[src/design/cip_request_path_rule_matcher_defines.svh]
// Assertion macros shared by the request path rule matcher.
// Included by the top level; needs clk and rst_n in the including scope.
`ifndef CIP_REQUEST_PATH_RULE_MATCHER_DEFINES_SVH
`define CIP_REQUEST_PATH_RULE_MATCHER_DEFINES_SVH

// Same-cycle implication, checked outside reset.
`define CIP_RPM_ASSERT_NOW(label, ante, cons, msg) \
  label: assert property (@(posedge clk) disable iff (!rst_n) (ante) |-> (cons)) \
    else $error(msg);

// Next-cycle implication, checked outside reset.
`define CIP_RPM_ASSERT_NEXT(label, ante, cons, msg) \
  label: assert property (@(posedge clk) disable iff (!rst_n) (ante) |=> (cons)) \
    else $error(msg);

`endif

[src/design/cip_rpm_pkg.sv]
// Shared types and constants of the request path rule matcher.
// No dependencies; imported by the parser and the top level.
package cip_rpm_pkg;

  localparam logic [1:0] ST_OK      = 2'd0;
  localparam logic [1:0] ST_UNKNOWN = 2'd1;
  localparam logic [1:0] ST_EARLY   = 2'd2;

  localparam logic [1:0] CFG_RULE_CLASS     = 2'd0;
  localparam logic [1:0] CFG_RULE_ATTRIBUTE = 2'd1;
  localparam logic [1:0] CFG_RULE_TERMS     = 2'd2;
  localparam logic [1:0] CFG_ATTR_EQUAL     = 2'd3;

  localparam logic [1:0] TERMS_CLASS      = 2'd2;
  localparam logic [1:0] TERMS_CLASS_ATTR = 2'd3;

  localparam logic [7:0] SEG_CLASS8  = 8'h20;
  localparam logic [7:0] SEG_CLASS16 = 8'h21;
  localparam logic [7:0] SEG_INST8   = 8'h24;
  localparam logic [7:0] SEG_INST16  = 8'h25;
  localparam logic [7:0] SEG_ATTR8   = 8'h30;

  localparam logic [6:0] SVC_GET_ATTR_LIST = 7'h03;
  localparam logic [6:0] SVC_SET_ATTR_LIST = 7'h04;

  typedef struct packed {
    logic [7:0] data_byte;
    logic       first_byte;
    logic [6:0] service;
    logic [7:0] path_words;
    logic       last_byte;
  } cip_rpm_item_t;

  typedef struct packed {
    logic [15:0] rule_class;
    logic [15:0] rule_attribute;
    logic [1:0]  rule_terms;
    logic        attr_equal_mode;
  } cip_rpm_rule_t;

  typedef struct packed {
    logic       hit;
    logic       matched;
    logic [1:0] status;
  } cip_rpm_verdict_t;

endpackage

[src/design/cip_request_path_rule_matcher.sv]
// Channel   | Signals                                   | Direction
// in        | in_valid/in_ready, request byte fields    | input transaction, one byte
// out       | out_valid/out_ready, matched, status      | one verdict per message
// cfg       | cfg_we, cfg_index, cfg_wdata              | rule register write
//
// One byte is taken per cycle while the input is not stalled; a byte passes an input
// register and then the parser, whose verdict lands in the output register.
// Only a full output register that is not taken stalls the input.
// Synchronous active-low reset clears the parse state and loads the rule defaults.
// Depends on cip_rpm_pkg, cip_rpm_parser and cip_request_path_rule_matcher_defines.svh.
`include "cip_request_path_rule_matcher_defines.svh"

module cip_request_path_rule_matcher import cip_rpm_pkg::*; (
  input  logic        clk,
  input  logic        rst_n,
  input  logic        in_valid,
  output logic        in_ready,
  input  logic [7:0]  in_data_byte,
  input  logic        in_first_byte,
  input  logic [6:0]  in_service,
  input  logic [7:0]  in_path_words,
  input  logic        in_last_byte,
  output logic        out_valid,
  input  logic        out_ready,
  output logic        out_matched,
  output logic [1:0]  out_status,
  input  logic        cfg_we,
  input  logic [1:0]  cfg_index,
  input  logic [15:0] cfg_wdata
);

  cip_rpm_rule_t    rule_r;
  cip_rpm_item_t    item_r;
  logic             item_vld_r;
  logic             out_vld_r;
  logic             out_matched_r;
  logic [1:0]       out_status_r;
  logic             advance;
  cip_rpm_verdict_t verdict;

  assign advance  = item_vld_r && (!out_vld_r || out_ready);
  assign in_ready = !item_vld_r || advance;

  always_ff @(posedge clk) begin
    if (!rst_n) begin
      rule_r.rule_class      <= '0;
      rule_r.rule_attribute  <= '0;
      rule_r.rule_terms      <= TERMS_CLASS;
      rule_r.attr_equal_mode <= 1'b1;
    end else if (cfg_we) begin
      case (cfg_index)
        CFG_RULE_CLASS:     rule_r.rule_class      <= cfg_wdata;
        CFG_RULE_ATTRIBUTE: rule_r.rule_attribute  <= cfg_wdata;
        CFG_RULE_TERMS:     rule_r.rule_terms      <= cfg_wdata[1:0];
        CFG_ATTR_EQUAL:     rule_r.attr_equal_mode <= cfg_wdata[0];
        default: begin
        end
      endcase
    end
  end

  always_ff @(posedge clk) begin
    if (!rst_n) begin
      item_vld_r <= 1'b0;
    end else if (in_ready) begin
      item_vld_r <= in_valid;
    end
  end

  always_ff @(posedge clk) begin
    if (in_ready && in_valid) begin
      item_r.data_byte  <= in_data_byte;
      item_r.first_byte <= in_first_byte;
      item_r.service    <= in_service;
      item_r.path_words <= in_path_words;
      item_r.last_byte  <= in_last_byte;
    end
  end

  cip_rpm_parser u_parser (
    .clk     (clk),
    .rst_n   (rst_n),
    .step    (advance),
    .item    (item_r),
    .rule    (rule_r),
    .verdict (verdict)
  );

  always_ff @(posedge clk) begin
    if (!rst_n) begin
      out_vld_r <= 1'b0;
    end else if (verdict.hit) begin
      out_vld_r <= 1'b1;
    end else if (out_ready) begin
      out_vld_r <= 1'b0;
    end
  end

  always_ff @(posedge clk) begin
    if (verdict.hit) begin
      out_matched_r <= verdict.matched;
      out_status_r  <= verdict.status;
    end
  end

  assign out_valid   = out_vld_r;
  assign out_matched = out_matched_r;
  assign out_status  = out_status_r;

  `CIP_RPM_ASSERT_NOW(a_match_only_ok, out_vld_r && out_matched_r, out_status_r == ST_OK, "match reported with non-normal status")
  `CIP_RPM_ASSERT_NOW(a_status_code, out_vld_r, out_status_r <= ST_EARLY, "reserved status code on output")
  `CIP_RPM_ASSERT_NEXT(a_hold_on_stall, item_vld_r && out_vld_r && !out_ready, item_vld_r, "pending byte dropped while the verdict register was blocked")

endmodule

[src/design/cip_rpm_parser.sv]
// Segment parser and rule compare for one request byte per step.
// Depends on cip_rpm_pkg; holds the per-message parse state.
module cip_rpm_parser import cip_rpm_pkg::*; (
  input  logic             clk,
  input  logic             rst_n,
  input  logic             step,
  input  cip_rpm_item_t    item,
  input  cip_rpm_rule_t    rule,
  output cip_rpm_verdict_t verdict
);

  typedef enum logic [2:0] {
    PH_IDLE, PH_SEG, PH_BODY, PH_COUNT, PH_ATTR, PH_DONE
  } phase_t;

  typedef enum logic [2:0] {
    KIND_NONE, KIND_CLASS8, KIND_INST8, KIND_ATTR8, KIND_CLASS16, KIND_INST16
  } kind_t;

  phase_t      phase_r, phase_nxt;
  kind_t       kind_r, kind_nxt;
  logic [7:0]  words_left_r, words_left_nxt;
  logic [1:0]  byte_idx_r, byte_idx_nxt;
  logic [7:0]  low_byte_r, low_byte_nxt;
  logic [15:0] last_class_r, last_class_nxt;
  logic        class_found_r, class_found_nxt;
  logic        list_svc_r, list_svc_nxt;
  logic [15:0] list_left_r, list_left_nxt;

  always_comb begin
    logic        live;
    logic        seg_end;
    logic        decided;
    logic [15:0] field_val;
    logic [7:0]  cost;
    logic [7:0]  b;

    phase_nxt       = phase_r;
    kind_nxt        = kind_r;
    words_left_nxt  = words_left_r;
    byte_idx_nxt    = byte_idx_r;
    low_byte_nxt    = low_byte_r;
    last_class_nxt  = last_class_r;
    class_found_nxt = class_found_r;
    list_svc_nxt    = list_svc_r;
    list_left_nxt   = list_left_r;
    verdict         = '0;
    live            = 1'b0;
    seg_end         = 1'b0;
    decided         = 1'b0;
    field_val       = '0;
    cost            = 8'd1;
    b               = item.data_byte;

    if (step) begin
      if (item.first_byte) begin
        list_svc_nxt    = item.service inside {SVC_GET_ATTR_LIST, SVC_SET_ATTR_LIST};
        words_left_nxt  = item.path_words;
        kind_nxt        = KIND_NONE;
        byte_idx_nxt    = '0;
        low_byte_nxt    = '0;
        last_class_nxt  = '0;
        class_found_nxt = 1'b0;
        list_left_nxt   = '0;
        if (item.path_words == '0) begin
          verdict.hit    = 1'b1;
          verdict.status = ST_OK;
          phase_nxt      = PH_DONE;
        end else begin
          phase_nxt = PH_SEG;
          live      = 1'b1;
        end
      end else begin
        live = (phase_r != PH_IDLE) && (phase_r != PH_DONE);
      end

      if (live) begin
        case (phase_nxt)
          PH_SEG: begin
            byte_idx_nxt = '0;
            low_byte_nxt = '0;
            phase_nxt    = PH_BODY;
            case (b)
              SEG_CLASS8:  kind_nxt = KIND_CLASS8;
              SEG_INST8:   kind_nxt = KIND_INST8;
              SEG_ATTR8:   kind_nxt = KIND_ATTR8;
              SEG_CLASS16: kind_nxt = KIND_CLASS16;
              SEG_INST16:  kind_nxt = KIND_INST16;
              default: begin
                verdict.hit    = 1'b1;
                verdict.status = ST_UNKNOWN;
                phase_nxt      = PH_DONE;
              end
            endcase
          end
          PH_BODY: begin
            if (kind_nxt == KIND_CLASS8 || kind_nxt == KIND_INST8 ||
                kind_nxt == KIND_ATTR8) begin
              field_val = {8'h00, b};
              seg_end   = 1'b1;
            end else if (byte_idx_nxt == 2'd0) begin
              byte_idx_nxt = 2'd1;
            end else if (byte_idx_nxt == 2'd1) begin
              low_byte_nxt = b;
              byte_idx_nxt = 2'd2;
            end else begin
              field_val    = {b, low_byte_nxt};
              byte_idx_nxt = 2'd0;
              seg_end      = 1'b1;
            end

            if (seg_end) begin
              if (kind_nxt == KIND_CLASS8 || kind_nxt == KIND_CLASS16) begin
                last_class_nxt = field_val;
                if (rule.rule_class == field_val) begin
                  if (rule.rule_terms == TERMS_CLASS) begin
                    decided = 1'b1;
                  end else begin
                    class_found_nxt = 1'b1;
                  end
                end
              end else if (kind_nxt == KIND_ATTR8) begin
                if (rule.rule_terms == TERMS_CLASS_ATTR &&
                    rule.rule_class == last_class_nxt &&
                    (!rule.attr_equal_mode || rule.rule_attribute == field_val)) begin
                  decided = 1'b1;
                end
              end

              if (decided) begin
                verdict.hit     = 1'b1;
                verdict.matched = 1'b1;
                verdict.status  = ST_OK;
                phase_nxt       = PH_DONE;
              end else begin
                if (kind_nxt == KIND_CLASS16 || kind_nxt == KIND_INST16) begin
                  cost = 8'd2;
                end
                words_left_nxt = (words_left_nxt > cost) ? words_left_nxt - cost : '0;
                if (words_left_nxt != '0) begin
                  phase_nxt = PH_SEG;
                end else if (class_found_nxt && list_svc_nxt) begin
                  phase_nxt    = PH_COUNT;
                  byte_idx_nxt = '0;
                  low_byte_nxt = '0;
                end else begin
                  verdict.hit    = 1'b1;
                  verdict.status = ST_OK;
                  phase_nxt      = PH_DONE;
                end
              end
            end
          end
          PH_COUNT, PH_ATTR: begin
            if (byte_idx_nxt == 2'd0) begin
              low_byte_nxt = b;
              byte_idx_nxt = 2'd1;
            end else begin
              field_val    = {b, low_byte_nxt};
              byte_idx_nxt = 2'd0;
              if (phase_nxt == PH_COUNT) begin
                list_left_nxt = field_val;
                if (field_val == '0) begin
                  verdict.hit    = 1'b1;
                  verdict.status = ST_OK;
                  phase_nxt      = PH_DONE;
                end else begin
                  phase_nxt = PH_ATTR;
                end
              end else if (rule.attr_equal_mode ?
                           (rule.rule_attribute == field_val) :
                           (rule.rule_attribute != field_val)) begin
                verdict.hit     = 1'b1;
                verdict.matched = 1'b1;
                verdict.status  = ST_OK;
                phase_nxt       = PH_DONE;
              end else begin
                list_left_nxt = list_left_nxt - 16'd1;
                if (list_left_nxt == '0) begin
                  verdict.hit    = 1'b1;
                  verdict.status = ST_OK;
                  phase_nxt      = PH_DONE;
                end
              end
            end
          end
          default: begin
          end
        endcase

        if (!verdict.hit && item.last_byte) begin
          verdict.hit     = 1'b1;
          verdict.matched = 1'b0;
          verdict.status  = ST_EARLY;
          phase_nxt       = PH_DONE;
        end
      end
    end
  end

  always_ff @(posedge clk) begin
    if (!rst_n) begin
      phase_r       <= PH_IDLE;
      kind_r        <= KIND_NONE;
      words_left_r  <= '0;
      byte_idx_r    <= '0;
      last_class_r  <= '0;
      class_found_r <= 1'b0;
      list_svc_r    <= 1'b0;
      list_left_r   <= '0;
    end else begin
      phase_r       <= phase_nxt;
      kind_r        <= kind_nxt;
      words_left_r  <= words_left_nxt;
      byte_idx_r    <= byte_idx_nxt;
      last_class_r  <= last_class_nxt;
      class_found_r <= class_found_nxt;
      list_svc_r    <= list_svc_nxt;
      list_left_r   <= list_left_nxt;
    end
  end

  always_ff @(posedge clk) begin
    low_byte_r <= low_byte_nxt;
  end

endmodule
[config.mk]
export PLATFORM = sky130hd
export DESIGN_NAME = cip_request_path_rule_matcher
export DESIGN_NICKNAME = d
export VERILOG_FILES = /design/src/design/cip_rpm_pkg.sv /design/src/design/cip_request_path_rule_matcher.sv /design/src/design/cip_rpm_parser.sv
export VERILOG_INCLUDE_DIRS = /design/src /design/src/design
export SDC_FILE = /design/constraint.sdc
export NUM_CORES = 1
export LEC_CHECK = 0
export BUFFER_PORTS_ARGS = -buffer_cell sky130_fd_sc_hd__buf_2
export CORE_UTILIZATION = 50
export CTS_BUF_LIST = sky130_fd_sc_hd__clkbuf_8
export CTS_CLUSTER_DIAMETER = 100
export DETAILED_ROUTE_END_ITERATION = 12
export GPL_TIMING_DRIVEN = 0
export PLACE_DENSITY = 0.67
export SYNTH_ARGS = -nofsm -noshare
export SYNTH_HDL_FRONTEND = slang
export SYNTH_SLANG_ARGS = --single-unit
[constraint.sdc]
create_clock -name clk -period 4.7 [get_ports clk]
set_input_delay 0.47 -clock clk [delete_from_list [all_inputs] [get_ports clk]]
set_output_delay 0.47 -clock clk [all_outputs]
set_load 0.02 [all_outputs]
# After elaboration in Yosys (flattened, before gate mapping)
# Cells that the tools add are included.
# W data, S select, Z words.
[word_totals]
in_bits = 48
latchBits = 0
mem_bits_ro = 0
mem_bits_rw = 0
out_inout_bits = 5
n_memories = 0
regBits = 123
[classes]
eq_ne = 28
shift = 0
order_cmp = 1
mul = 0
n_mux = 135
reduce_logical = 35
add_sub_neg = 2
div_mod_pow = 0
n_bitwise = 2
[ops]
columns = ["cell", "n"]
rows = [
  ["$mux W16", 19],
  ["$mux W8", 23],
  ["$eq A16 B16 Y1", 4],
  ["$mux W3", 18],
  ["$mux W1", 52],
  ["$eq A8 B6 Y1 const B", 5],
  ["$logic_not A16 Y1", 2],
  ["$pmux W8 S3", 1],
  ["$mux W2", 11],
  ["$mux W4", 5],
  ["$ne A16 B16 Y1", 1],
  ["$sub A16 B1 Y16 const B", 1],
  ["$pmux W3 S5", 1],
  ["$eq A3 B2 Y1 const B", 4],
  ["$pmux W2 S3", 2],
  ["$reduce_and A2 Y1", 5],
  ["$eq A3 B3 Y1 const B", 3],
  ["$pmux W3 S3", 1],
  ["$eq A2 B2 Y1 const B", 4],
  ["$gt A8 B8 Y1", 1],
  ["$logic_not A8 Y1", 1],
  ["$reduce_bool A8 Y1", 1],
  ["$sub A8 B8 Y8", 1],
  ["$eq A7 B2 Y1 const B", 1],
  ["16 further kinds", 36],
]

# Logic depth before layout (Yosys ltp)
[depth]
word_depth = 41
mapped_depth = 19
ltp_nobuf = 14

# Hierarchy
# From an unflattened synthesis, not the netlist that was laid out.
[hier_totals]
cells_unflattened = 955
hier_area_um2 = 7970.1
[modules_own_cells]
columns = ["module", "seq_area_each_um2", "area_per_inst_um2", "cells_each", "instances"]
rows = [
  ["cip_rpm_parser", 1241.2, 5694.2, 782, 1],
  ["cip_request_path_rule_matcher", 1581.5, 2275.9, 173, 1],
]

# Least setup slack after synthesis
# OpenSTA, ideal clock, no wires.
[synth_path]
kind = "register -> register"
startpoint = "register item_r[16] (netlist bit)"
endpoint = "register out_matched_r (netlist: out_matched) (enable)"
t_arrival_ns = 4.187
path_stages_with_launch = 20
period_less_slack_ns = 4.548
t_required_ns = 4.340
path_buffers = 6
setup_ns = 0.360
setup_slack_ns = 0.152
path_cell_list = "edfxtp_1 > buf_2 > buf_4 > buf_2 > clkbuf_1 > clkbuf_1 > clkbuf_1 > mux2i_1 > ha_1 > inv_1 > fa_1 > a21oi_1 > xor2_1 > nand3_1 > nor3_1 > o211a_1 > nand3_1 > a21oi_2 > o31ai_1 > a311oi_1"
[synth_rtl]
columns = ["item", "line", "text"]
rows = [
  ["start: declaration", "cip_request_path_rule_matcher.sv:33", "cip_rpm_item_t item_r;"],
  ["end signal: assignment", "cip_request_path_rule_matcher.sv:101", "out_matched_r <= verdict.matched;"],
  ["end: declaration", "cip_request_path_rule_matcher.sv:36", "logic out_matched_r;"],
]

# Worst setup path in the final report
[layout_path]
startpoint = "register item_r[16] (netlist bit)"
endpoint = "register out_status_r[0] (netlist: out_status[0]) (data pin)"
[layout_via]
elab_chain_len = 27
word_cells_on_any_way = 104
cone_classes = "2 x add/sub; 1 x order compare; 15 x eq/ne; 69 x mux; 1 x bitwise; 16 x reduce/logical"
[layout_rtl]
columns = ["item", "line", "text"]
rows = [
  ["$mux W2 / $mux W3 (equally long branches)", "cip_rpm_parser.sv:56", "if (item.first_byte) begin"],
  ["$mux W2 / $mux W3 (equally long branches)", "cip_rpm_parser.sv:55", "if (step) begin"],
  ["$eq A2 B1 Y1, or another cell as far along", "cip_rpm_parser.sv:103", "end else if (byte_idx_nxt == 2'd1) begin"],
  ["$mux W16 / $logic_or A1 B1 Y1 (equally long branches)", "cip_rpm_parser.sv:103, cip_rpm_parser.sv:97", ""],
  ["$mux W16 / $logic_or A1 B1 Y1 (equally long branches)", "cip_rpm_parser.sv:101, cip_rpm_parser.sv:97", ""],
  ["$mux W16", "cip_rpm_parser.sv:97", "if (kind_nxt == KIND_CLASS8 || kind_nxt == KIND_INST8 ||"],
  ["$mux W16", "cip_rpm_parser.sv:78", "case (phase_nxt)"],
  ["$mux W16", "cip_rpm_parser.sv:77", "if (live) begin"],
  ["(+11 left out)", "--", ""],
  ["$mux W1", "cip_rpm_parser.sv:130", "if (decided) begin"],
  ["$mux W4", "cip_rpm_parser.sv:112", "if (seg_end) begin"],
  ["$pmux W1 S3", "cip_rpm_parser.sv:78", ""],
  ["$mux W1", "cip_rpm_parser.sv:77", ""],
  ["$mux W1", "cip_rpm_parser.sv:55", ""],
  ["$logic_not A1 Y1", "cip_rpm_parser.sv:191", "if (!verdict.hit && item.last_byte) begin"],
  ["$logic_and A1 B1 Y1", "cip_rpm_parser.sv:191", ""],
  ["$reduce_or A3 Y1 (no line)", "--", ""],
  ["end signal: assignment", "cip_request_path_rule_matcher.sv:102", "out_status_r <= verdict.status;"],
  ["end: declaration", "cip_request_path_rule_matcher.sv:37", "logic [1:0] out_status_r;"],
]
# Several ways; a longest one is shown, not always the timed one. The select of a mux whose other input is x is not followed.
# A chain may end at the register's enable or synchronous reset.

==> impl_metrics.tcl <==
set metrics [dict create \
    clockRootBuffer "clkbuf_8" \
    die_y_um 128 \
    fin_ws_ps 214 \
    clk_pin_slew_worst_paths_ps 80 \
    cellPowerDensity_nw_per_um2 291 \
    yosysTopAreaCell "dfxtp_1" \
    grt-ovfl-total 0 \
    rsz0062_at_grt "no" \
    ys_seq_area_share_pct 35.3 \
    place_area_um2 8520 \
    crit_type "reg2reg" \
    synth_edf_count 36 \
    use_met2_pct 49.6 \
    yosysMostFrequentCell "nand2_1" \
    hpwl_mm 19.1 \
    gp_congestion 0.962 \
    setup-tns-final_ps 0 \
    post-route-period-util_pct 95.4 \
    synth_flop_cell "dfxtp_1" \
    syn_area_um2 8000 \
    synth_top_cell_area_share_pct 21.8 \
    fmax_mhz 223 \
    synth-seq-cells 123 \
    synthesis.nets 1061 \
    setup-violations-final 0 \
    h-tree-depth 4 \
    synthTopCellsByArea "dfxtp_1 22%, edfxtp_1 14%, a21oi_1 6.4%, nand2_1 6.4%, nor2_1 4.6%" \
    layout.nets 1131 \
    cp-start-kind "flip-flop" \
    fin_crit_ps 4490 \
    power_leakage_nw 3.18 \
    hold_violations 0 \
    asyncSetResetFlopFracSynth_pct 0 \
    grt_max_degree 26 \
    reg2reg_depth 15 \
    finalClockSkew_ps 11.7 \
    initial_core_util_pct 51.8 \
    num_rows 45 \
    area_delta_synth_final_pct 12.0 \
    cap_violations 0 \
    final_max_slew_viol_count 0 \
    hold_buffers 0 \
    cts_buffer_depth 2 \
    drc 0 \
    routed_wl_mm 26.3 \
    postSynthAreaPerCell_um2 7.94 \
    critPathArrivalTime_ps 4780 \
    drt_iter0_markers 952 \
    status "finished, final reports clean" \
    die_x_um 128 \
    vdd_ir_drop_max_uv 210 \
    groute.layer.met1.usage_pct 46.1 \
    worst_pin_slew_ps 1230 \
    grt_usage_pct 32.9 \
    drt-pass1-iter-count 6 \
    endpoint_kind "flip-flop" \
    clock-sinks 123 \
    yosysWarnings 0 \
    final_area_um2 8960 \
    core-area_um2 15400 \
    ff2ff_setup_slack_ps 210 \
    min_to "item_r[0]$_DFFE_PP_" \
    crit_required_ps 4990 \
    slew_headroom_pct 18.2 \
    regToRegStartpoint "item_r[16]$_DFFE_PP_" \
    dieArea_um2 16500 \
    pin_count 53 \
    hold_path_depth 1 \
    syn_inst 1008 \
    grt_pass1_wl_mm 41.4 \
    synth_common_cells "136 x nand2_1, 103 x a21oi_1, 98 x nor2_1, 87 x dfxtp_1, 53 x clkbuf_1" \
    min-delay-start "in_last_byte" \
    min_path_type "in2reg" \
    yosysUniqueCellTypes 90 \
    numPortBuffers 52 \
    viasPerCell 6.39 \
    grt_pass1_vias 7517 \
    numCtsBuffers 17 \
    reg2reg_to "out_status[0]$_SDFFCE_PP0P_" \
    use_met3_pct 7.48 \
    dp_slack_ps -1380 \
    clk_latency_ps 460 \
    cts_tree "yes" \
    critPathMaxFanout 19 \
    antenna_found_initial 0 \
    routedWlPerCell_um 20.2 \
    diodes 0 \
    ant_nets 0 \
    vias 8322 \
    final_util_pct 58.1 \
    busiest_layer "met2" \
    final_layout_size_suffix_gt1_share_pct 11.6 \
    power_mw 2.61 \
]
-- worst max-delay path, stage by stage, from the launching register on --
cell	delay (ps)
edfxtp_1	420
buf_4	210
inv_1	380
buf_2	510
nand2_1	180
ha_1	220
clkbuf_1	220
o21ai_0	340
nor3_1	100
nor4b_1	360
nand4b_1	240
a31oi_1	380
o32ai_1	150
a31oi_2	300
nand2_1	130
nor3_1	170
-- per-stage QoR --
step                hold slack [ps]  instances
floorplan                       431       1008
global placement                443       1271
detailed placement              456       1271
CTS                             165       1303
global route                    155       1302
finish                          182       1302
-- power by group --
group	internal (mW)	switching [mW]	total [mW]	leakage [nW]
sequential	1.13	0.0453	1.18	1.06
clock	0.511	0.453	0.963	0.215
combinational	0.170	0.294	0.464	1.91
-- cell families (layout without fill, tap and decap cells) --
logic type | count (synthesis) | in the layout | synth area share (%)
AOI/OAI and AO/OA | 299 | 299 | 24.6
xor gates and xnor gates | 53 | 53 | 5.90
adders and majority gates | 5 | 5 | 0.876
buffers and inverters | 91 | 174 | 4.68
DFF | 123 | 123 | 35.3
muxes | 13 | 13 | 1.67
and+or+nand+nor | 424 | 424 | 27.0
-- cell type report --
| cell class | instances | area [um2] |
|---|---|---|
| inverter | 16 | 60.1 |
| fill | 1498 | 6470 |
| timing repair buffer | 56 | 290 |
| clock buffer | 20 | 275 |
| clock inverter | 12 | 120 |
| multi-input combinational | 794 | 4810 |
| buffer | 70 | 312 |
| sequential | 123 | 2820 |
| tap | 211 | 264 |
-- worst max path at each step --
stage                                    start                               end  slack (ps)
after global routing      item_r[16]$_DFFE_PP_       out_status[0]$_SDFFCE_PP0P_           5
after floorplan           item_r[16]$_DFFE_PP_         out_matched$_SDFFCE_PP0P_         150
after CTS                 item_r[16]$_DFFE_PP_  u_parser.low_byte_r[1]$_DFFE_PP_         110
after detailed placement  item_r[16]$_DFFE_PP_         out_matched$_SDFFCE_PP0P_       -1380
after global placement    item_r[16]$_DFFE_PP_       out_status[1]$_SDFFCE_PN0P_       -1470
final                     item_r[16]$_DFFE_PP_       out_status[0]$_SDFFCE_PP0P_         210
-- sequential cells by signal, indices dropped and copies added (netlist names) --
| name | flops |
|---|---|
| u_parser.phase_r | 3 |
| u_parser.list_svc_r | 1 |
| out_matched | 1 |
| item_vld_r | 1 |
| u_parser.words_left_r | 8 |
| u_parser.kind_r | 3 |
| u_parser.class_found_r | 1 |
| u_parser.list_left_r | 16 |
| rule_r | 35 |
| u_parser.low_byte_r | 8 |
| u_parser.last_class_r | 16 |
| out_status | 2 |
| out_valid | 1 |
| u_parser.byte_idx_r | 2 |
| item_r | 25 |
-- layout by cell type, fill, tap and decap left out, types with 17 or more instances in the layout --
cell	count
a21oi_1	102
nand2_1	136
clkbuf_8	20
a22oi_1	24
o21ai_0	48
xnor2_1	34
nor2b_1	17
clkbuf_1	48
a31oi_1	21
inv_1	18
nor3_1	35
xor2_1	18
buf_2	58
edfxtp_1	36
nor2_1	98
dfxtp_1	87
nand4_1	22
-- what timing repair did --
item,4_1_cts,5_1_grt
setup buffers,3,1
endpoints found under the setup margin,27,13
resized for setup,9,4
hold endpoints to repair,0,0
gates cloned,0,0
pin swaps,2,1
-- routing by layer --
layer / vias up / share of wire [%]
met5: - / 0
met4: 0 / 2.7
met3: 69 / 10
met2: 460 / 44
met1: 3928 / 43
li1: 3865 / -
(Power assumes the default switching activity.)
